## config.mk

```make
export PLATFORM = sky130hd
export DESIGN_NAME = hsv2rgb_ctrl
export DESIGN_NICKNAME = d
export VERILOG_FILES = /design/src/hsv2rgb_pkg.sv /design/src/hsv2rgb_ctrl.sv
export SDC_FILE = /design/constraint.sdc
export NUM_CORES = 1
export LEC_CHECK = 0
export BUFFER_PORTS_ARGS = -buffer_cell sky130_fd_sc_hd__clkbuf_2
export CORE_AREA = 2 2 39 41
export DETAILED_ROUTE_END_ITERATION = 7
export DIE_AREA = 0 0 41 43
export HOLD_SLACK_MARGIN = 0.1
export PLACE_DENSITY = 0.57
export SETUP_SLACK_MARGIN = 0.3
export SLEW_MARGIN = 0
export SYNTH_ARGS = -nofsm -noshare
export SYNTH_HDL_FRONTEND = slang
export SYNTH_SLANG_ARGS = --single-unit
```

## constraint.sdc

```tcl
create_clock -name clk -period 1.45 [get_ports clk]
set_input_delay 0.145 -clock clk [delete_from_list [all_inputs] [get_ports clk]]
set_output_delay 0.145 -clock clk [all_outputs]
set_load 0.01 [all_outputs]
```

## src/hsv2rgb_pkg.sv

```systemverilog
// Shared constants, types and fixed-point widths of the HSV to RGB converter.
// Depends on nothing; every other file of the block imports it.
`default_nettype none

package hsv2rgb_pkg;

	// Field widths and full scale of a channel (full scale means 1.0).
	localparam int CHANNEL_BITS = 8;
	localparam int HUE_BITS     = 16;
	localparam int CHAN_MAX     = (1 << CHANNEL_BITS) - 1;

	// Hue circle and sector size in degrees.
	localparam int HUE_MOD    = 360;
	localparam int SECTOR_DEG = 60;

	// Hue reduction: quotient estimate by reciprocal multiplication.
	localparam int     HQ_BITS    = $clog2((1 << HUE_BITS) / HUE_MOD + 1);
	localparam int     HUE_SHIFT  = HUE_BITS + HQ_BITS;
	localparam longint HUE_RECIP  = (longint'(1) << HUE_SHIFT) / HUE_MOD;
	localparam int     HUE_RW     = $clog2(HUE_RECIP + 1);
	localparam int     HPROD_BITS = HUE_BITS + HUE_RW;
	localparam int     HRAW_BITS  = $clog2(2 * HUE_MOD);
	localparam int     ANGLE_BITS = $clog2(HUE_MOD);
	localparam int     REM_BITS   = $clog2(SECTOR_DEG);
	localparam int     SPAN_BITS  = $clog2(SECTOR_DEG + 1);

	// p = floor(V * (M - S) / M): divide by full scale through a reciprocal.
	localparam int     PX_BITS    = 2 * CHANNEL_BITS;
	localparam longint P_RECIP    = (longint'(1) << PX_BITS) / CHAN_MAX;
	localparam int     P_RW       = $clog2(P_RECIP + 1);
	localparam int     PPROD_BITS = PX_BITS + P_RW;

	// q and t: divide by 60 * M through a reciprocal.
	localparam int     QDEN       = SECTOR_DEG * CHAN_MAX;
	localparam int     QN_BITS    = $clog2(QDEN + 1);
	localparam int     QX_BITS    = CHANNEL_BITS + QN_BITS;
	localparam longint Q_RECIP    = (longint'(1) << QX_BITS) / QDEN;
	localparam int     Q_RW       = $clog2(Q_RECIP + 1);
	localparam int     QPROD_BITS = QX_BITS + Q_RW;

	// Number of register stages from input to output register.
	localparam int STAGES = 8;

	// Hue sector, named after the color at its start.
	typedef enum logic [2:0] {
		SEC_RED     = 3'd0,
		SEC_YELLOW  = 3'd1,
		SEC_GREEN   = 3'd2,
		SEC_CYAN    = 3'd3,
		SEC_BLUE    = 3'd4,
		SEC_MAGENTA = 3'd5
	} sector_t;

	// Per-stage load enables and valid bits of the pipeline.
	typedef struct packed {
		logic [STAGES-1:0] en;
		logic [STAGES-1:0] vld;
	} pipe_ctl_t;

endpackage

`default_nettype wire

```

## src/hsv2rgb_ctrl.sv

```systemverilog
// Pipeline control: valid bits of every stage and the per-stage load enables.
// Depends on hsv2rgb_pkg for the stage count and the control struct.
`default_nettype none

module hsv2rgb_ctrl
	import hsv2rgb_pkg::*;
(
	input  wire logic      clk,
	input  wire logic      arst_n,
	input  wire logic      in_valid,
	input  wire logic      out_ready,
	output pipe_ctl_t      ctl
);

	logic [STAGES-1:0] vld_q;
	logic [STAGES:0]   go;

	// A stage may load when it is empty or when the stage after it moves on.
	always_comb begin
		go[STAGES] = out_ready;
		for (int k = STAGES - 1; k >= 0; k--) begin
			go[k] = !vld_q[k] || go[k+1];
		end
	end

	assign ctl.en  = go[STAGES-1:0];
	assign ctl.vld = vld_q;

	// Valid bits move with the data of their stage.
	always_ff @(posedge clk or negedge arst_n) begin
		if (!arst_n) begin
			vld_q <= '0;
		end else begin
			if (go[0]) begin
				vld_q[0] <= in_valid;
			end
			for (int k = 1; k < STAGES; k++) begin
				if (go[k]) begin
					vld_q[k] <= vld_q[k-1];
				end
			end
		end
	end

endmodule

`default_nettype wire

```

==> key figures <==
Status
  – Status: finished, final reports clean

Logic synthesis
  – Mean Syn Cell Area: between 10 and 15 sq um
  – Main combinational cell family by area after synthesis: simple AND/OR/NAND/NOR gates
  – Compound-Gate Fraction of Synth Area: roughly 13%
  – Post-Synth Adder-Cell Area: 0%
  – Sequential share of the synthesized area: around three fifths
  – Post-synth top area share: between 50 and 60%
  – Cell area after synthesis: 339 sq um
  – Gate count of the mapped netlist: 28
  – Post-synth cell types: 16
  – Yosys reg bits: 8
  – Mux contribution to synthesized area: 0%
  – Fraction of the mapped netlist area in simple logic gates: 22.5%
  – Top cells by area, synth: dfrtp_1 59%, nand2b_1 5.5%, a21o_1 4.4%, and4b_4 4.1%, buf_6 3.3%
  – Post-synthesis xor/xnor area fraction: 0%
  – Warnings, synthesis: 0
  – Top cell type by total area after synthesis: dfrtp_1
  – Mapped Nets: 32

Timing
  – Rel. slew slack: a little under nine tenths
  – Fin. max-slew vios: 0
  – Fin crit period: between 1000 and 1500 ps
  – Worst-Margin Slew: 209 ps
  – Tcrit/Tclk final: about nine tenths
  – FMAX: approximately 770 MHz
  – Worst Clk Skew: between 1 and 1.5 ps
  – Unrepaired setup endpoints after global routing: true
  – Setup violations, final: 0
  – Fin. Hold Viols: 0
  – Minimum setup slack in the final design: between 150 and 200 ps
  – Sum Neg Setup Slack: 0 ps

Cells and area
  – Final Util: approximately two fifths
  – Commonest non-fill, non-tap cell in the layout: clkbuf_2
  – Most frequent cells in the layout: 14 x clkbuf_2, 8 x dfrtp_1, 5 x buf_4
  – Area growth, synth to finish: 68.3%
  – Max reg flops: 8
  – Inserted Diodes: 0
  – Share of cells above drive strength 1: ~60%
  – Layout Nets: 64
  – Biggest regs: vld_q x8
  – Top reg by flops: vld_q

Power
  – Switch Pwr: ~260 uW
  – PD cells: between 1000 and 1500 nW/um^2
  – Flop pwr share: a little under two fifths
  – Overall power: ~780 uW
  – Clock share of power: between 20% and 30%
  – Max VDD drop: between 0.4 and 0.5 mV
  – Leakage: 0.277 nW
  – Sw frac: between 30% and 40%
  – Internal power: about 530 uW
  – Combinational Power Share: about two fifths

Die
  – Initial Utilization: about 25%
  – Die Y: approximately 43 microns
  – FP Rows: 14
  – Die X: 41 microns
  – IO Count: 20
  – Core area: around 1400 sq um
  – Die area: 1760 sq um

Global route
  – Largest net degree at the start of global routing: 9
  – Vias in the first global route: slightly above 300
  – First-pass GRT wire length: around 1.4 mm
  – Grt ovf: 0
  – Initial antenna violation count: 0
  – Total GRT Usage: between 10% and 20%

Clock network
  – Root Driver: clkbuf_4
  – Latest clock arrival within the worst-skew pair: between 200 and 300 ps
  – CTS sink cnt: 8
  – CTS max path bufs: 2
  – Num CTS Buffers: 3
  – Worst-path clk slew: 50 ps
  – TritonCTS clock tree: built
  – Htree depth: 1

Worst setup path
  – Critical Path RT: around 1300 ps
  – Arrival @ worst endpoint: between 1000 and 1500 ps
  – WS Path Type: flop to primary output
  – CP Capture Type: primary output
  – CP startpoint kind: flop
  – CP max FO: 5

Routing
  – Total wire length: ~890 microns
  – Drt initial violations: 7
  – Avg WL per Cell: between 10 and 15 microns
  – TritonRoute pass-1 iters: 4
  – DRC: 0
  – DRT antenna net count: 0
  – Vias: 339
  – Vias per cell: 4.58

Flow run
  – Max cap viols: 0

Place
  – IO Port Bufs: 19
  – Setup slack at placement: about 350 ps
  – HPWL after DPL: 525 microns
  – GPL Wtd Cong: ~0.69

Hold path
  – Worst hold path class: input port to flop
synthesized netlist by cell type:
library cell and n:
a21o_1 2, or2_1 1, dfrtp_1 8, nand3_1 2, buf_6 1, inv_1 1, nand2_1 2, a41o_1 1
buf_2 1, and4b_4 1, nand4_1 1, a31o_1 1, and3_1 1, nand3b_1 1, nand2b_1 3, a31o_2 1
power groups by stage:
stage | combinational [mW] | clock [mW] | sequential [mW]
4_1_cts | 0.294 | 0.180 | 0.296
6_report | 0.314 | 0.171 | 0.298
3_3_place_gp | 0.213 | 0 | 0.305
2_1_floorplan | 0.123 | 0 | 0.318
3_5_place_dp | 0.213 | 0 | 0.306
5_1_grt | 0.345 | 0.192 | 0.305
critical path: stages, from the launching register on:
cell	delay, ps
dfrtp_1	390
and4b_4	280
nand4_1	90
clkbuf_2	140
what timing repair did:
action,in CTS,in global routing
pin swaps,2,3
endpoints found under the setup margin,6,11
setup buffers,6,1
gates resized for setup,2,9
gates cloned,1,0
endpoints found under the hold margin,9,0
hold buffers,2,0
final timing paths:
kind	start	end	slack, ps	cells past startpoint
setup / recovery	vld_q[7]	ctl[8]	150	3
hold / removal	out_ready	vld_q[7]	230	3
setup reg to reg	vld_q[7]	vld_q[3]	300	3
hold reg to reg	vld_q[2]	vld_q[3]	510	1
max in group asynchronous	arst_n	vld_q[3]	1000	2
min in group asynchronous	arst_n	vld_q[6]	270	2
stage by stage:
stage	instance area [sq um]	instances	hold slack, ps
finish	571	74	227
global route	571	74	255
CTS	542	73	219
detailed placement	438	61	4.40
global placement	438	61	2.10
floorplan	339	28	-151
cell families after synthesis:
group / after synthesis
DFF: 8
and+or+nand+nor: 12
buffers and inverters: 3
AOI/OAI and AO/OA: 5
per-layer routing:
metal  share of wire (%)  wire length (microns)  GRT usage, %
met5                   0                      0             0
met4                   0                      0          8.00
met3                  12                    110          3.14
met2                  43                    379          14.1
met1                  45                    396          19.2
cell type report:
class,instances,area [sq um]
Tap cell,16,20.0
Sequential cell,8,200
Multi-Input combinational cell,18,143
Fill cell,149,813
Inverter,1,3.75
Clock buffer,3,22.5
Timing Repair Buffer,28,181
No activity file was read; power rests on OpenSTA's default activity.
