`src/hsv2rgb_pkg.sv`:
```
// Shared constants, types and fixed-point widths of the HSV to RGB converter.
// Depends on nothing; every other file of the block imports it.
`default_nettype none

package hsv2rgb_pkg;

	// Field widths and full scale of a channel (full scale means 1.0).
	localparam int CHANNEL_BITS = 8;
	localparam int HUE_BITS     = 16;
	localparam int CHAN_MAX     = (1 << CHANNEL_BITS) - 1;

	// Hue circle and sector size in degrees.
	localparam int HUE_MOD    = 360;
	localparam int SECTOR_DEG = 60;

	// Hue reduction: quotient estimate by reciprocal multiplication.
	localparam int     HQ_BITS    = $clog2((1 << HUE_BITS) / HUE_MOD + 1);
	localparam int     HUE_SHIFT  = HUE_BITS + HQ_BITS;
	localparam longint HUE_RECIP  = (longint'(1) << HUE_SHIFT) / HUE_MOD;
	localparam int     HUE_RW     = $clog2(HUE_RECIP + 1);
	localparam int     HPROD_BITS = HUE_BITS + HUE_RW;
	localparam int     HRAW_BITS  = $clog2(2 * HUE_MOD);
	localparam int     ANGLE_BITS = $clog2(HUE_MOD);
	localparam int     REM_BITS   = $clog2(SECTOR_DEG);
	localparam int     SPAN_BITS  = $clog2(SECTOR_DEG + 1);

	// p = floor(V * (M - S) / M): divide by full scale through a reciprocal.
	localparam int     PX_BITS    = 2 * CHANNEL_BITS;
	localparam longint P_RECIP    = (longint'(1) << PX_BITS) / CHAN_MAX;
	localparam int     P_RW       = $clog2(P_RECIP + 1);
	localparam int     PPROD_BITS = PX_BITS + P_RW;

	// q and t: divide by 60 * M through a reciprocal.
	localparam int     QDEN       = SECTOR_DEG * CHAN_MAX;
	localparam int     QN_BITS    = $clog2(QDEN + 1);
	localparam int     QX_BITS    = CHANNEL_BITS + QN_BITS;
	localparam longint Q_RECIP    = (longint'(1) << QX_BITS) / QDEN;
	localparam int     Q_RW       = $clog2(Q_RECIP + 1);
	localparam int     QPROD_BITS = QX_BITS + Q_RW;

	// Number of register stages from input to output register.
	localparam int STAGES = 8;

	// Hue sector, named after the color at its start.
	typedef enum logic [2:0] {
		SEC_RED     = 3'd0,
		SEC_YELLOW  = 3'd1,
		SEC_GREEN   = 3'd2,
		SEC_CYAN    = 3'd3,
		SEC_BLUE    = 3'd4,
		SEC_MAGENTA = 3'd5
	} sector_t;

	// Per-stage load enables and valid bits of the pipeline.
	typedef struct packed {
		logic [STAGES-1:0] en;
		logic [STAGES-1:0] vld;
	} pipe_ctl_t;

endpackage

`default_nettype wire

```
`src/hsv2rgb_chan.sv`:
```
// Channel path: computes p, q and t from saturation, value and hue remainder.
// Depends on hsv2rgb_pkg; occupies pipeline stages one to seven.
`default_nettype none

module hsv2rgb_chan
	import hsv2rgb_pkg::*;
(
	input  wire logic                    clk,
	input  wire pipe_ctl_t               ctl,
	input  wire logic [CHANNEL_BITS-1:0] saturation,
	input  wire logic [CHANNEL_BITS-1:0] brightness,
	input  wire sector_t                 sector_s3,
	input  wire logic [REM_BITS-1:0]     rem_s3,
	output sector_t                      sector_s7,
	output logic [CHANNEL_BITS-1:0]      v_s7,
	output logic [CHANNEL_BITS-1:0]      p_s7,
	output logic [CHANNEL_BITS-1:0]      q_s7,
	output logic [CHANNEL_BITS-1:0]      t_s7
);

	logic [CHANNEL_BITS-1:0] s_s1, s_s2, s_s3;
	logic [CHANNEL_BITS-1:0] v_s1, v_s2, v_s3, v_s4, v_s5, v_s6;
	logic [PX_BITS-1:0]      px_s1, px_s2;
	logic [PPROD_BITS-1:0]   pprod;
	logic [CHANNEL_BITS-1:0] pe_s2;
	logic [PX_BITS-1:0]      pback;
	logic [PX_BITS-1:0]      prem;
	logic [CHANNEL_BITS-1:0] p_s3, p_s4, p_s5, p_s6;
	sector_t                 sector_s4, sector_s5, sector_s6;
	logic [SPAN_BITS-1:0]    span;
	logic [QN_BITS-1:0]      qn_s4, tn_s4;
	logic [QX_BITS-1:0]      qx_s5, tx_s5, qx_s6, tx_s6;
	logic [QPROD_BITS-1:0]   qprod, tprod;
	logic [CHANNEL_BITS-1:0] qe_s6, te_s6;
	logic [QX_BITS-1:0]      qrem, trem;

	// Stage 1: numerator of p, V * (M - S).
	always_ff @(posedge clk) begin
		if (ctl.en[0]) begin
			s_s1  <= saturation;
			v_s1  <= brightness;
			px_s1 <= PX_BITS'(brightness) *
				PX_BITS'(CHANNEL_BITS'(CHAN_MAX) - saturation);
		end
	end

	// Stage 2: estimate of p, low by at most one.
	assign pprod = PPROD_BITS'(px_s1) * PPROD_BITS'(P_RECIP);

	always_ff @(posedge clk) begin
		if (ctl.en[1]) begin
			s_s2  <= s_s1;
			v_s2  <= v_s1;
			px_s2 <= px_s1;
			pe_s2 <= pprod[PX_BITS +: CHANNEL_BITS];
		end
	end

	// Stage 3: correct p when the remainder reaches full scale.
	assign pback = PX_BITS'(pe_s2) * PX_BITS'(CHAN_MAX);
	assign prem  = px_s2 - pback;

	always_ff @(posedge clk) begin
		if (ctl.en[2]) begin
			s_s3 <= s_s2;
			v_s3 <= v_s2;
			p_s3 <= (prem >= PX_BITS'(CHAN_MAX)) ? pe_s2 + 1'b1 : pe_s2;
		end
	end

	// Stage 4: numerators 60M - S*r and 60M - S*(60 - r).
	assign span = SPAN_BITS'(SECTOR_DEG) - SPAN_BITS'(rem_s3);

	always_ff @(posedge clk) begin
		if (ctl.en[3]) begin
			sector_s4 <= sector_s3;
			v_s4      <= v_s3;
			p_s4      <= p_s3;
			qn_s4     <= QN_BITS'(QDEN) - QN_BITS'(s_s3) * QN_BITS'(rem_s3);
			tn_s4     <= QN_BITS'(QDEN) - QN_BITS'(s_s3) * QN_BITS'(span);
		end
	end

	// Stage 5: scale the numerators by V.
	always_ff @(posedge clk) begin
		if (ctl.en[4]) begin
			sector_s5 <= sector_s4;
			v_s5      <= v_s4;
			p_s5      <= p_s4;
			qx_s5     <= QX_BITS'(v_s4) * QX_BITS'(qn_s4);
			tx_s5     <= QX_BITS'(v_s4) * QX_BITS'(tn_s4);
		end
	end

	// Stage 6: estimates of q and t, each low by at most one.
	assign qprod = QPROD_BITS'(qx_s5) * QPROD_BITS'(Q_RECIP);
	assign tprod = QPROD_BITS'(tx_s5) * QPROD_BITS'(Q_RECIP);

	always_ff @(posedge clk) begin
		if (ctl.en[5]) begin
			sector_s6 <= sector_s5;
			v_s6      <= v_s5;
			p_s6      <= p_s5;
			qx_s6     <= qx_s5;
			tx_s6     <= tx_s5;
			qe_s6     <= qprod[QX_BITS +: CHANNEL_BITS];
			te_s6     <= tprod[QX_BITS +: CHANNEL_BITS];
		end
	end

	// Stage 7: correct q and t when the remainder reaches 60M.
	assign qrem = qx_s6 - QX_BITS'(qe_s6) * QX_BITS'(QDEN);
	assign trem = tx_s6 - QX_BITS'(te_s6) * QX_BITS'(QDEN);

	always_ff @(posedge clk) begin
		if (ctl.en[6]) begin
			sector_s7 <= sector_s6;
			v_s7      <= v_s6;
			p_s7      <= p_s6;
			q_s7      <= (qrem >= QX_BITS'(QDEN)) ? qe_s6 + 1'b1 : qe_s6;
			t_s7      <= (trem >= QX_BITS'(QDEN)) ? te_s6 + 1'b1 : te_s6;
		end
	end

endmodule

`default_nettype wire

```
`config.mk`:
```
export PLATFORM = sky130hd
export DESIGN_NAME = hsv2rgb_chan
export DESIGN_NICKNAME = d
export VERILOG_FILES = /design/src/hsv2rgb_pkg.sv /design/src/hsv2rgb_chan.sv
export SDC_FILE = /design/constraint.sdc
export NUM_CORES = 2
export LEC_CHECK = 0
export ABC_AREA = 1
export BUFFER_PORTS_ARGS = -buffer_cell sky130_fd_sc_hd__buf_2
export CORE_MARGIN = 2
export CORE_UTILIZATION = 60
export DETAILED_ROUTE_END_ITERATION = 10
export MAX_ROUTING_LAYER = met4
export PLACE_DENSITY = 0.77
export RECOVER_POWER = 100
export SLEW_MARGIN = 20
export SYNTH_ARGS = -nofsm -noshare
export SYNTH_HDL_FRONTEND = slang
export SYNTH_SLANG_ARGS = --single-unit
```
`constraint.sdc`:
```
create_clock -name clk -period 16 [get_ports clk]
set_input_delay 4.8 -clock clk [delete_from_list [all_inputs] [get_ports clk]]
set_output_delay 4.8 -clock clk [all_outputs]
set_load 0.02 [all_outputs]
```
==> reports/results.tsv <==
metric	value	unit
clock transition at the registers of the reported paths	0.06	ns
critical path class	primary input to flop	
Post-Synthesis Cells	3864	
Yosys cell types	48	
failing checks	max-capacitance violations, max-slew violations	
M3 GR Usage	3.51	%
synthesized area per cell	9.09	µm²
R2R depth	28	
Max stage delay cell, worst path	fa_1	
Slew headroom	-99.6	%
Final HPWL DP	57400	µm
core box area	57800	µm²
Residual DRC	0	
FF+latch count, synth	314	
Detail Route Antenna Nets	0	
top cells by area, synth	edfxtp_1, fa_1, ha_1	
final setup vio count	0	
Die Ht	246	µm
Max clock buf depth	3	
grt met2 use	42.5	%
first-pass GRT wire length	120000	µm
Mapped Nets	4787	
Startpoint Class	primary input	
Total Die Area	60500	µm²
CP Buf/Inv Count	4	
vias in the first global route	25300	
io pins	77	
Final Max Slew Viols	494	
Fmax	0.110	GHz
share of post-route cells with drive strength above 1	2.61	%
Synth Warn #	0	
GR peak layer	met2	
hold_sp	p_s3[3]	
Final #Nets	4835	
max-cap violations	14	
Hold Crit Class	flop to flop	
commonest register cell after synthesis	edfxtp_1	
Root Driver	clkbuf_16	
Worst-Margin Slew	2.99	ns
initial core utilization	60.7	%
hold endpoint	p_s4[3]	
Sum Neg Setup Slack	0	ns
Hold Crit Depth	0	
Skew-Pair Late Insertion Delay	0.57	ns
post-CTS setup buffers	0	
met1 usage	31.7	%
post-layout min period	9.09	ns
period utilization	56.8	%
Yosys top cell area share	26.9	%
Clock Skews	0.0155	ns
htree depth	2	
CP arrival	9.39	ns
die width	246	µm
Yosys top cell by area	edfxtp_1	
TritonCTS clock tree	yes	
RSZ-0062 raised after global routing	false	
routed vias/inst	5.24	
status	finished, violations left	
port bufs	67	
cell count along the critical path	21	
Critical Path RT	16.30	ns
via count	24600	
All-Layer GR Usage	25.3	%
initial antenna violation count	0	
CP Max Fanout	9	
WL/cell	15.1	µm
Slowest Stage Delay on Critical Path	0.52	ns
GP Congestion	0.928	
Layout area overhead	6.14	%
final hold vios	0	
GRT overflow	0	
Seq/Total Area, Yosys	26.9	%
# diodes	0	
DP Cell Count	4638	
Reg-to-Reg End	t_s7[2]	
# hold bufs at CTS	0	
CP delay by family, top	adder cells	
worst hold margin	0.407	ns
DRT iter0 DRCs	1259	
Resized Gates After CTS	0	
CTS Sinks	314	
crit-path cells	clkbuf_1 > inv_1 > a21oi_1 > inv_1 > or2_2 > nand2_1 > inv_1 > nand2_1 > fa_1 > fa_1 > fa_1 > fa_1 > ha_1 > a21oi_1 > o21ai_0 > a21oi_1 > o21ai_0 > a21oi_1 > nor2_1 > nor2_1 > xor2_1	
Total Wirelength	71300	µm
share of synthesized flip-flops with an asynchronous set or reset	0	%
synthesized area	35100	µm²
Cell Rows	88	
largest net degree at the start of global routing	57	
final cell count without fillers	4705	
Setup crit end kind	flop	
FF-to-FF Start	te_s6[5]	
DR pass1 iterations	7	
R2R setup slack	9.03	ns
CTS buffer count	37	
EDFF count, synth	314	
-- synth_stat cells, drive strengths merged, types with 6 or more instances --
cell,count
inv,935
nand2,767
ha,526
fa,355
edfxtp,314
nor2,194
a21oi,184
xor2,113
nand3,98
o21ai,75
clkbuf,55
xnor2,47
nand4,31
nor3,29
a31oi,19
o21bai,19
a21o,18
nand3b,15
buf,13
o31ai,9
o211ai,8
a211oi,6
a21boi,6
o21a,6
-- logic make-up after synthesis --
family | after synthesis | synth area share, %
xor gates and xnor gates | 160 | 3.99
adders and majority gates | 881 | 39.0
buffers and inverters | 1005 | 10.8
and+or+nand+nor | 1146 | 13.5
AOI/OAI and AO/OA | 358 | 5.87
DFF | 314 | 26.9
-- worst max-delay path by stage --
stage / startpoint / to / slack [ns]
after floorplan: rem_s3[1] / tn_s4[13] / 6.79
after global placement: rem_s3[2] / tn_s4[13] / 6.54
after detailed placement: rem_s3[2] / tn_s4[13] / 6.44
after CTS: rem_s3[2] / tn_s4[13] / 7.03
after global routing: rem_s3[0] / tn_s4[12] / 6.56
final: rem_s3[0] / tn_s4[13] / 6.91
-- stage by stage --
step	utilization, %	setup slack, ns	instance area [µm²]
after global placement	62.7	6.54	36200
after global routing	64.5	6.56	37300
after detailed placement	62.7	6.44	36200
after CTS	64.7	7.03	37400
after floorplan	-	6.79	35100
final	64.5	6.91	37300
-- placed cells by master, fill, tap and decap left out, types with 5 or more instances in the layout --
| cell | synthesis | layout |
|---|---|---|
| inv_1 | 930 | 930 |
| nand2_1 | 758 | 760 |
| ha_1 | 526 | 526 |
| fa_1 | 355 | 355 |
| edfxtp_1 | 314 | 314 |
| nor2_1 | 184 | 186 |
| a21oi_1 | 177 | 178 |
| xor2_1 | 113 | 113 |
| nand3_1 | 94 | 95 |
| clkbuf_1 | 47 | 71 |
| o21ai_0 | 69 | 69 |
| xnor2_1 | 47 | 47 |
| clkbuf_16 | 0 | 37 |
| nand4_1 | 30 | 30 |
| nor3_1 | 28 | 28 |
| o21bai_1 | 19 | 19 |
| a31oi_1 | 19 | 19 |
| a21o_1 | 18 | 18 |
| nand3b_1 | 15 | 15 |
| o31ai_1 | 9 | 9 |
| clkinv_1 | 2 | 9 |
| o211ai_1 | 8 | 8 |
| buf_2 | 0 | 8 |
| clkinv_2 | 0 | 7 |
| a21boi_0 | 6 | 6 |
| a211oi_1 | 6 | 6 |
| o21a_1 | 6 | 6 |
| a21oi_2 | 7 | 6 |
| nand2_2 | 6 | 5 |
| inv_2 | 5 | 5 |
| inv_6 | 0 | 5 |
-- cell type report --
type                            count  area [µm²]
Inverter                          937        3520
Fill cell                        4673       20500
Multi-Input combinational cell   2545       21900
Clock buffer                       40         937
Sequential cell                   314        9430
Clock inverter                     27         258
Timing Repair Buffer               77         303
Tap cell                          765         957
-- registers in the layout (all words and copies together) (netlist names), 13 cells and up --
name,count
px_s1,16
qn_s4,14
px_s2,16
tn_s4,13
tx_s5,21
qx_s5,22
qx_s6,20
tx_s6,20
-- per-layer routing --
layer / wire length, µm / share of wire (%)
met5: 0 / 0
met4: 2640 / 3.7
met3: 3330 / 4.7
met2: 34300 / 48
met1: 31000 / 44
Power is left out: the tool's default activity adds up to more than one toggle a clock period on the data nets, which glitch-free logic cannot reach.
