**src/hsv2rgb_pkg.sv**
```systemverilog
// Shared constants, types and fixed-point widths of the HSV to RGB converter.
// Depends on nothing; every other file of the block imports it.
`default_nettype none

package hsv2rgb_pkg;

	// Field widths and full scale of a channel (full scale means 1.0).
	localparam int CHANNEL_BITS = 8;
	localparam int HUE_BITS     = 16;
	localparam int CHAN_MAX     = (1 << CHANNEL_BITS) - 1;

	// Hue circle and sector size in degrees.
	localparam int HUE_MOD    = 360;
	localparam int SECTOR_DEG = 60;

	// Hue reduction: quotient estimate by reciprocal multiplication.
	localparam int     HQ_BITS    = $clog2((1 << HUE_BITS) / HUE_MOD + 1);
	localparam int     HUE_SHIFT  = HUE_BITS + HQ_BITS;
	localparam longint HUE_RECIP  = (longint'(1) << HUE_SHIFT) / HUE_MOD;
	localparam int     HUE_RW     = $clog2(HUE_RECIP + 1);
	localparam int     HPROD_BITS = HUE_BITS + HUE_RW;
	localparam int     HRAW_BITS  = $clog2(2 * HUE_MOD);
	localparam int     ANGLE_BITS = $clog2(HUE_MOD);
	localparam int     REM_BITS   = $clog2(SECTOR_DEG);
	localparam int     SPAN_BITS  = $clog2(SECTOR_DEG + 1);

	// p = floor(V * (M - S) / M): divide by full scale through a reciprocal.
	localparam int     PX_BITS    = 2 * CHANNEL_BITS;
	localparam longint P_RECIP    = (longint'(1) << PX_BITS) / CHAN_MAX;
	localparam int     P_RW       = $clog2(P_RECIP + 1);
	localparam int     PPROD_BITS = PX_BITS + P_RW;

	// q and t: divide by 60 * M through a reciprocal.
	localparam int     QDEN       = SECTOR_DEG * CHAN_MAX;
	localparam int     QN_BITS    = $clog2(QDEN + 1);
	localparam int     QX_BITS    = CHANNEL_BITS + QN_BITS;
	localparam longint Q_RECIP    = (longint'(1) << QX_BITS) / QDEN;
	localparam int     Q_RW       = $clog2(Q_RECIP + 1);
	localparam int     QPROD_BITS = QX_BITS + Q_RW;

	// Number of register stages from input to output register.
	localparam int STAGES = 8;

	// Hue sector, named after the color at its start.
	typedef enum logic [2:0] {
		SEC_RED     = 3'd0,
		SEC_YELLOW  = 3'd1,
		SEC_GREEN   = 3'd2,
		SEC_CYAN    = 3'd3,
		SEC_BLUE    = 3'd4,
		SEC_MAGENTA = 3'd5
	} sector_t;

	// Per-stage load enables and valid bits of the pipeline.
	typedef struct packed {
		logic [STAGES-1:0] en;
		logic [STAGES-1:0] vld;
	} pipe_ctl_t;

endpackage

`default_nettype wire

```
**src/hsv2rgb_hue.sv**
```systemverilog
// Hue path: reduces the hue modulo 360 and splits it into sector and remainder.
// Depends on hsv2rgb_pkg; occupies pipeline stages one to three.
`default_nettype none

module hsv2rgb_hue
	import hsv2rgb_pkg::*;
(
	input  wire logic                clk,
	input  wire pipe_ctl_t           ctl,
	input  wire logic [HUE_BITS-1:0] hue,
	output sector_t                  sector_s3,
	output logic [REM_BITS-1:0]      rem_s3
);

	logic [HPROD_BITS-1:0] hprod;
	logic [HUE_BITS-1:0]   hue_s1;
	logic [HQ_BITS-1:0]    hq_s1;
	logic [HUE_BITS-1:0]   hq_mul;
	logic [HRAW_BITS-1:0]  h_raw;
	logic [ANGLE_BITS-1:0] h_fix;
	logic [ANGLE_BITS-1:0] h_s2;
	sector_t               sector_c;
	logic [ANGLE_BITS-1:0] base_c;

	// Stage 1: quotient estimate hue / 360, low by at most one.
	assign hprod = HPROD_BITS'(hue) * HPROD_BITS'(HUE_RECIP);

	always_ff @(posedge clk) begin
		if (ctl.en[0]) begin
			hue_s1 <= hue;
			hq_s1  <= hprod[HUE_SHIFT +: HQ_BITS];
		end
	end

	// Stage 2: remainder, corrected once when the estimate fell short.
	assign hq_mul = HUE_BITS'(hq_s1) * HUE_BITS'(HUE_MOD);
	assign h_raw  = HRAW_BITS'(hue_s1 - hq_mul);
	assign h_fix  = (h_raw >= HRAW_BITS'(HUE_MOD)) ?
		ANGLE_BITS'(h_raw - HRAW_BITS'(HUE_MOD)) : ANGLE_BITS'(h_raw);

	always_ff @(posedge clk) begin
		if (ctl.en[1]) begin
			h_s2 <= h_fix;
		end
	end

	// Stage 3: sector by a compare ladder, then the angle inside the sector.
	always_comb begin
		priority if (h_s2 >= ANGLE_BITS'(5 * SECTOR_DEG)) begin
			sector_c = SEC_MAGENTA;
			base_c   = ANGLE_BITS'(5 * SECTOR_DEG);
		end else if (h_s2 >= ANGLE_BITS'(4 * SECTOR_DEG)) begin
			sector_c = SEC_BLUE;
			base_c   = ANGLE_BITS'(4 * SECTOR_DEG);
		end else if (h_s2 >= ANGLE_BITS'(3 * SECTOR_DEG)) begin
			sector_c = SEC_CYAN;
			base_c   = ANGLE_BITS'(3 * SECTOR_DEG);
		end else if (h_s2 >= ANGLE_BITS'(2 * SECTOR_DEG)) begin
			sector_c = SEC_GREEN;
			base_c   = ANGLE_BITS'(2 * SECTOR_DEG);
		end else if (h_s2 >= ANGLE_BITS'(SECTOR_DEG)) begin
			sector_c = SEC_YELLOW;
			base_c   = ANGLE_BITS'(SECTOR_DEG);
		end else begin
			sector_c = SEC_RED;
			base_c   = '0;
		end
	end

	always_ff @(posedge clk) begin
		if (ctl.en[2]) begin
			sector_s3 <= sector_c;
			rem_s3    <= REM_BITS'(h_s2 - base_c);
		end
	end

endmodule

`default_nettype wire

```
**config.mk**
```make
export PLATFORM = sky130hd
export DESIGN_NAME = hsv2rgb_hue
export DESIGN_NICKNAME = d
export VERILOG_FILES = /design/src/hsv2rgb_pkg.sv /design/src/hsv2rgb_hue.sv
export SDC_FILE = /design/constraint.sdc
export NUM_CORES = 1
export LEC_CHECK = 0
export BUFFER_PORTS_ARGS = -buffer_cell sky130_fd_sc_hd__clkbuf_2
export CAP_MARGIN = 15
export CELL_PAD_IN_SITES_DETAIL_PLACEMENT = 0
export CELL_PAD_IN_SITES_GLOBAL_PLACEMENT = 1
export CORE_ASPECT_RATIO = 2
export CORE_MARGIN = 2
export CORE_UTILIZATION = 54
export DETAILED_ROUTE_END_ITERATION = 16
export PLACE_DENSITY_LB_ADDON = 0.12
export SLEW_MARGIN = 20
export SYNTH_ARGS = -nofsm -noshare
export SYNTH_HDL_FRONTEND = slang
export SYNTH_SLANG_ARGS = --single-unit
```
**constraint.sdc**
```tcl
create_clock -name clk -period 8.9 [get_ports clk]
set_input_delay 0.89 -clock clk [delete_from_list [all_inputs] [get_ports clk]]
set_output_delay 0.89 -clock clk [all_outputs]
set_load 0.005 [all_outputs]
```
==> metrics.md, run 1 <==
| Metric | Value |
|---|---|
| WL/cell | 16.2 um |
| CP startpoint kind | input pin |
| Crit path buf inv count | 5 |
| Core footprint | 0.0111 mm^2 |
| Slowest stage delay, CP | 0.55 ns |
| Worst-skew pair later-pin latency | 0.28 ns |
| Largest delay contributor family on the critical path | adder cells |
| R2R Path End | h_s2[3]$_DFFE_PP_ |
| Die width | 79.2 um |
| Count of final setup violators | 0 |
| CTS resizes | 0 |
| First-pass GRT wire length | 21700 um |
| Most frequent cells in the layout | inv_1, ha_1, fa_1 |
| Number of synthesized register bits | 35 |
| Kind of critical path | input pin to flip-flop |
| 1st-pass router iterations | 4 |
| Initial Util | 0.547 |
| Vias in the first global route | 4371 |
| Die Ht | 154 um |
| Worst hold slack | 0.416 ns |
| RSZ-0062 raised after global routing | no |
| Initial DRC Count | 189 |
| Hold Path End | h_s2[1]$_DFFE_PP_ |
| Slew Limit Fails | 0 |
| Syn_area_per_cell | 10.0 um^2 |
| Ports | 42 |
| Yosys cell types | 51 |
| Row count | 55 |
| Via density | 5.30 |
| Synth area leaders | ha_1, fa_1, edfxtp_1 |
| Cell taking the most area after synthesis | ha_1 |
| Period Utilization, post-route | 0.689 |
| Layout Cells excl Fill | 781 |
| Syn Nets | 841 |
| Number of flops mapped to enable cells by yosys | 35 |
| YS warnings | 0 |
| R2r worst-path depth | 14 |
| Port bufs | 28 |
| Setup_tns | 0 ns |
| Clock root cell | clkbuf_16 |
| Setup ws final | 2.77 ns |
| CP max FO | 5 |
| Area growth syn-to-layout | 7.57% |
| Max-Cap Viols | 0 |
| Most used cell, CP | fa_1 |
| Largest net degree at the start of global routing | 18 |
| Tmin final | 6.13 ns |
| Status | finished, final reports clean |
| Post-synth top area share | 0.260 |
| Min-Delay Path Class | flip-flop to flip-flop |
| Hold_sp | hue_s1[1]$_DFFE_PP_ |
| Hold buffer count at cts | 0 |
| Global router's overall resource usage | 0.230 |
| Worst clock skew | 0.00422 ns |
| Hold Path Stages | 0 |
| Post-route ant nets | 0 |
| Critical Path AT | 6.22 ns |
| Worst path required time | 8.99 ns |
| H-tree Lvls | 2 |
| Setup WS pre-CTS | 2.44 ns |
| Slew @ Worst Pin | 0.696 ns |
| Crit. End Element | flip-flop |
| Clock buffer depth | 2 |
| Slew margin rel. | 0.532 |
| Ant diodes | 0 |
| Reg2reg start | hq_s1[4]$_DFFE_PP_ |
| Async SR Flop Fraction | 0 |
| Post-Syn Area | 0.00610 mm^2 |
| Share of cells above drive strength 1 | 0.0673 |
| Crit-path cells | clkbuf_2 -> ha_1 -> inv_1 -> fa_1 -> fa_1 -> inv_1 -> fa_1 -> inv_1 -> fa_1 -> fa_1 -> inv_1 -> ha_1 -> nand3_1 -> nor4_1 -> nand4_1 -> a21oi_1 -> o211ai_1 -> a2111oi_4 |
| Postcts setup bufs | 0 |
| Synth Flop Type | edfxtp_1 |
| Initial antenna violation count | 0 |
| Gpl congestion | 0.903 |
| Cells after Synth | 609 |
| Post-DP HPWL | 11300 um |
| Dpl cells | 773 |
| Final Hold Viols | 0 |
| Vias | 4141 |
| Clock slew at reported path FFs | 0.05 ns |
| CTS tree | built |
| Total congestion overflow | 0 |
| Residual DRC | 0 |
| Setup crit start | hue[4] |
| R2R setup slack | 4.53 ns |
| Clk sinks | 35 |
| Sequential share of the synthesized area | 0.172 |
| Crit-path slowest cell | fa_1 |
| CTS Buf Count | 5 |
| Layout Nets | 870 |
| Commonest non-fill, non-tap cell in the layout | inv_1 |
| Fmax | 163 MHz |
| Post-Route WL | 12700 um |
| Die Area | 0.0122 mm^2 |
## cells in the mapped netlist (2+ instances only)
library cell	instances
inv_1	167
ha_1	127
fa_1	72
edfxtp_1	35
a21oi_1	23
nand2_1	23
o21ai_0	19
nor2_1	17
xnor2_1	14
a31oi_1	10
nand3_1	10
xor2_1	10
a21o_1	9
a2111oi_0	5
clkbuf_1	5
nand4_1	5
o211ai_1	5
and2_1	4
nor2b_1	4
a211oi_1	3
nand2b_1	3
o31ai_1	3
or3_1	3
and4_1	2
nor3b_1	2
o21a_1	2
xnor2_2	2
xor3_1	2
## cell families after synthesis
kind of cell / share of synthesized area
compound gates: 0.0997
buf+inv: 0.107
fa+ha+maj: 0.498
mux: 0.00164
simple gates: 0.0662
flops: 0.172
xor+xnor: 0.0552
## layout make-up
cell class,instances,area [um^2]
well taps,142,178
clock inverters,3,42.5
flip-flops and latches,35,1050
inverters,167,627
repair buffers,28,140
multi-input cells,401,4400
fillers,1020,4590
clock buffers,5,125
## per-layer routing
metal	track usage	vias up	wire, um
li1	-	2063	-
met1	0.312	2006	5600
met2	0.405	59	6540
met3	0.0187	13	292
met4	0.0419	0	219
met5	0	-	0
## sequential cells by signal (all words and copies together) (netlist names)
name,flops
sector_s3,3
rem_s3,6
hq_s1,7
h_s2,9
hue_s1,10
## metrics by stage
stage / utilization / instance area [um^2]
after floorplan: - / 6100
after global placement: 0.574 / 6390
after detailed placement: 0.574 / 6390
after CTS: 0.589 / 6560
after global routing: 0.589 / 6560
final: 0.589 / 6560
## worst max-delay path by stage
stage	slack [ns]	cells past startpoint	end
global placement	2.43	18	hq_s1[3]$_DFFE_PP_
detailed placement	2.44	18	hq_s1[3]$_DFFE_PP_
floorplan	3.07	17	hq_s1[3]$_DFFE_PP_
CTS	2.72	18	hq_s1[3]$_DFFE_PP_
finish	2.77	18	hq_s1[3]$_DFFE_PP_
global route	2.43	18	hq_s1[3]$_DFFE_PP_
Power of run 1 is left out: the tool's default activity adds up to more than one toggle a clock period on the data nets, which glitch-free logic cannot reach.
==> run 2: changes to the inputs <==
CORE_UTILIZATION = 45   (was 54)
clock period = 5.23 ns   (was 8.9 ns; I/O delays follow)
==> run 2 against run 1 <==
Effect of this change: global-route usage grew 1.3 points; setup slack lost 2.8 ns; sequential cell count is the same; first-iteration DRC count shrank 28%; critical path type unchanged.
==> metrics.md, run 2 (synthesized netlist as in run 1, its figures left out) <==
| Metric | Value |
|---|---|
| CTS tree | built |
| Clock slew at reported path FFs | 0.06 ns |
| RSZ-0062 raised after global routing | yes |
| Layout Nets | 956 |
| Ant diodes | 0 |
| Layout Cells excl Fill | 880 |
| Max-Cap Viols | 0 |
| Slew Limit Fails | 0 |
| Critical Path AT | 5.24 ns |
| Biggest regs | hue_s1 x10, h_s2 x9, hq_s1 x7 |
| Largest register by flop count | hue_s1 |
| Die width | 86.3 um |
| Commonest non-fill, non-tap cell in the layout | inv_1 |
| Post-Route WL | 16500 um |
| Fmax | 192 MHz |
| # fillers | 1212 |
| Min-Delay Path Class | flip-flop to flip-flop |
| Core footprint | 0.0134 mm^2 |
| Tmin final | 5.21 ns |
| Die Area | 0.0146 mm^2 |
| Multi-input gate area | 0.00479 mm^2 |
| Initial Util | 0.457 |
| Initial DRC Count | 137 |
| FF/Latch Area | 0.00105 mm^2 |
| CP startpoint kind | input pin |
| 1st-pass router iterations | 4 |
| Global router's overall resource usage | 0.243 |
| First-pass GRT wire length | 26100 um |
| Slew @ Worst Pin | 0.671 ns |
| Clk sinks | 35 |
| Via density | 5.27 |
| Vias in the first global route | 5195 |
| H-tree Lvls | 2 |
| Worst-skew pair later-pin latency | 0.28 ns |
| Area growth syn-to-layout | 25.9% |
| Post-DP HPWL | 14900 um |
| Kind of critical path | input pin to flip-flop |
| Post-route ant nets | 0 |
| Total congestion overflow | 0 |
| Initial antenna violation count | 0 |
| Share of cells above drive strength 1 | 0.243 |
| Worst clock skew | 0.00310 ns |
| Worst path required time | 5.25 ns |
| Clock root cell | clkbuf_16 |
| Largest net degree at the start of global routing | 18 |
| Gpl congestion | 0.898 |
| Slew margin rel. | 0.548 |
| Die Ht | 169 um |
| Dpl cells | 868 |
| Period Utilization, post-route | 0.997 |
| Final Hold Viols | 0 |
| WL/cell | 18.8 um |
| Residual DRC | 0 |
| Largest register FFs | 10 |
| Count of final setup violators | 0 |
| Vias | 4637 |
| Most frequent cells in the layout | inv_1, ha_1, buf_4 |
| CTS Buf Count | 5 |
| Status | finished, final reports clean |
| Crit. End Element | flip-flop |
| CP max FO | 4 |
| Port bufs | 28 |
| Row count | 60 |
| Ports | 42 |
| Clock buffer depth | 2 |
==> run 2: cell count changes in the layout (fill, tap and decap cells not counted), sizes merged <==
cell    change
inv         -1
clkbuf      -4
clkinv      +1
buf        +90
==> run 2: worst max-delay path, stage by stage <==
cell       delay [ns]
clkbuf_2         0.17
buf_4            0.21
ha_4             0.29
inv_1            0.07
fa_1             0.51
fa_1             0.52
fa_1             0.55
inv_1            0.05
ha_1             0.30
ha_1             0.34
ha_4             0.29
nand3_4          0.11
a2111oi_4        0.49
o31ai_4          0.21
buf_6            0.18
a21oi_2          0.20
nor4b_4          0.08
xnor2_1          0.14
==> run 2: cell type report <==
type                    instances  share of cell area
clock buffers                   5              0.0163
clock inverters                 3             0.00570
multi-input cells             401               0.623
repair buffers                114               0.110
well taps                     155              0.0253
inverters                     167              0.0820
flip-flops and latches         35               0.137
==> run 2: final timing paths <==
check | start | endpoint | slack, ns | cells after the start
max | hue[9] | hq_s1[4]$_DFFE_PP_ | 0.02 | 18
min | hue_s1[2]$_DFFE_PP_ | h_s2[2]$_DFFE_PP_ | 0.42 | 0
max reg2reg | hq_s1[4]$_DFFE_PP_ | h_s2[4]$_DFFE_PP_ | 0.77 | 14
min reg2reg | hue_s1[2]$_DFFE_PP_ | h_s2[2]$_DFFE_PP_ | 0.42 | 0
==> run 2: metal layers <==
metal | routed length [um] | up-vias | track usage | part of all wire
met3 | 276 | 58 | 0.0166 | 0.017
met4 | 1310 | 0 | 0.160 | 0.080
met5 | 0 | - | 0 | 0
li1 | - | 2232 | - | -
met2 | 9970 | 90 | 0.497 | 0.60
met1 | 4950 | 2257 | 0.209 | 0.30
==> run 2: what timing repair did <==
action,4_1_cts,5_1_grt
pin swaps,31,13
hold buffers,0,0
setup endpoints to repair,7,7
resized for setup,45,23
setup buffers,3,1
==> run 2: per-stage QoR <==
step                      TNS (ns)  setup slack (ns)  utilization  hold slack [ns]  cell area, um^2
after floorplan                  0            0.0156            -            0.400             6180
after global placement       -3.33            -0.598        0.532            0.401             7110
after detailed placement     -3.33            -0.600        0.532            0.407             7110
after CTS                        0           0.00774        0.567            0.420             7580
after global routing        -0.265           -0.0911        0.575            0.440             7680
final                            0            0.0156        0.575            0.420             7680
Power of run 2 is left out for the same reason.
==> run 3: changes to the inputs <==
CORE_UTILIZATION = 40   (was 45)
==> run 3 against run 2 <==
Effect of this change: first-iteration DRC count shrank 27%; cell count rose by 4.1%; routed wire length rose by 0.66%; hold slack worse by 0.0032 ns; non-clock buffer count decreased by 4; die area rose by 12%; core utilization fell by 5.5 points; setup slack gained 0.070 ns; final area is 0.85% higher; register-to-register slack gained 0.23 ns; critical path depth shrank 1; critical path type unchanged.
==> metrics.md, run 3 (synthesized netlist as in run 1, its figures left out) <==
| Metric | Value |
|---|---|
| Status | finished, final reports clean |
| Largest delay contributor family on the critical path | adder cells |
| Commonest non-fill, non-tap cell in the layout | inv_1 |
| GRT met2 Usage | 0.458 |
| RSZ-0062 raised after global routing | yes |
| Worst hold slack | 0.417 ns |
| Fmax | 194 MHz |
| Final core area utilization | 0.520 |
| Kind of critical path | input pin to flip-flop |
| Worst clock skew | 0.00872 ns |
| Critical Path AT | 5.17 ns |
| Die width | 91.3 um |
| Initial antenna violation count | 0 |
| Area growth syn-to-layout | 26.9% |
| Crit. End Element | flip-flop |
| Slew Limit Fails | 0 |
| Most frequent cells in the layout | inv_1, ha_1, buf_4 |
| Biggest regs | hue_s1 x10, h_s2 x9, hq_s1 x7 |
| Largest net degree at the start of global routing | 18 |
| Tmin final | 5.14 ns |
| Total congestion overflow | 0 |
| Row count | 63 |
| CP max FO | 4 |
| Post-route ant nets | 0 |
| Crit-path cells | buf_6 -> buf_6 -> ha_4 -> ha_4 -> fa_1 -> fa_1 -> fa_1 -> inv_2 -> fa_1 -> inv_2 -> ha_4 -> nand2_1 -> o21ai_0 -> a31oi_1 -> and4_4 -> nor4b_4 -> xnor2_1 |
| Ports | 42 |
| Residual DRC | 0 |
| Worst-skew pair later-pin latency | 0.30 ns |
| Largest register FFs | 10 |
| Final Hold Viols | 0 |
| Stages on worst setup path | 17 |
| Slew margin rel. | 0.575 |
| # fillers | 1372 |
| Hold buffer count at cts | 0 |
| WL/cell | 18.1 um |
| Most used cell, CP | fa_1 |
| CTS Buf Count | 5 |
| Clock root cell | clkbuf_16 |
| Reg2reg start | hq_s1[4]$_DFFE_PP_ |
| Slowest stage delay, CP | 0.58 ns |
| M1 GR Usage | 0.185 |
| Vias | 4572 |
| Min-Delay Path Class | flip-flop to flip-flop |
| Share of cells above drive strength 1 | 0.255 |
| CP Capture Point | hq_s1[4]$_DFFE_PP_ |
| Busiest grt layer | met2 |
| Crit path buf inv count | 4 |
| R2R Path End | h_s2[4]$_DFFE_PP_ |
| R2r worst-path depth | 14 |
| Period Utilization, post-route | 0.984 |
| Initial Util | 0.410 |
| Clock buffer depth | 2 |
| M3 GR Usage | 0.0122 |
| Core footprint | 0.0149 mm^2 |
| 1st-pass router iterations | 4 |
| Via density | 4.99 |
| Global router's overall resource usage | 0.219 |
| Gpl congestion | 0.932 |
| Vias in the first global route | 5162 |
| Clock slew at reported path FFs | 0.06 ns |
| Setup crit start | hue[2] |
| Port bufs | 28 |
| CP startpoint kind | input pin |
| Layout Cells excl Fill | 916 |
| Post-Route WL | 16600 um |
| Ant diodes | 0 |
| Initial DRC Count | 100 |
| Largest register by flop count | hue_s1 |
| Die Area | 0.0163 mm^2 |
| Crit-path slowest cell | fa_1 |
| Count of final setup violators | 0 |
| Clk sinks | 35 |
| Slew @ Worst Pin | 0.635 ns |
| First-pass GRT wire length | 26300 um |
| Die Ht | 179 um |
| R2R setup slack | 1.00 ns |
| Post-DP HPWL | 15000 um |
| CTS tree | built |
| Max-Cap Viols | 0 |
| H-tree Lvls | 2 |
| Dpl cells | 899 |
| Worst path required time | 5.26 ns |
| Layout Nets | 952 |
## run 3: cell count changes in the layout (fill, tap and decap cells not counted), sizes merged
cell,before,now
buf,90,88
bufinv,1,0
clkbuf,29,27
clkinv,2,0
clkinvlp,0,2
inv,167,168
## run 3: layout make-up
cell class	instances	area [um^2]	share of cell area
clock buffers	5	125	0.0162
repair buffers	110	828	0.107
flip-flops and latches	35	1050	0.136
inverters	167	627	0.0810
well taps	195	244	0.0315
clock inverters	3	23.8	0.00307
multi-input cells	401	4840	0.626
## run 3: metrics by stage
step           setup WS (ns)  area (um^2)  TNS [ns]
3_5_place_dp          -0.614         7090     -3.11
3_3_place_gp          -0.591         7090     -2.90
4_1_cts             -0.00581         7490  -0.00581
6_report              0.0851         7740         0
2_1_floorplan         0.0156         6180         0
5_1_grt              -0.0517         7740    -0.132
## run 3: what timing repair did
action                                  CTS  global route
endpoints found under the setup margin    7             6
pin swaps                                31            41
setup buffers                             3             7
gates resized for setup                  35            51
## run 3: per-layer routing
| metal | up-vias | wire length [um] |
|---|---|---|
| li1 | 2224 | - |
| met1 | 2208 | 4940 |
| met2 | 82 | 10100 |
| met3 | 58 | 255 |
| met4 | 0 | 1330 |
| met5 | - | 0 |
## run 3: worst min-delay path by stage
stage / startpoint / endpoint / slack [ns] / depth (start not counted)
after floorplan: hue_s1[0]$_DFFE_PP_ / h_s2[0]$_DFFE_PP_ / 0.40 / 0
after global placement: hue_s1[2]$_DFFE_PP_ / h_s2[2]$_DFFE_PP_ / 0.40 / 0
after detailed placement: h_s2[0]$_DFFE_PP_ / rem_s3[0]$_DFFE_PP_ / 0.40 / 0
after CTS: h_s2[0]$_DFFE_PP_ / rem_s3[0]$_DFFE_PP_ / 0.42 / 0
after global routing: h_s2[1]$_DFFE_PP_ / rem_s3[1]$_DFFE_PP_ / 0.43 / 0
final: h_s2[0]$_DFFE_PP_ / rem_s3[0]$_DFFE_PP_ / 0.42 / 0
Power of run 3 is left out for the same reason.
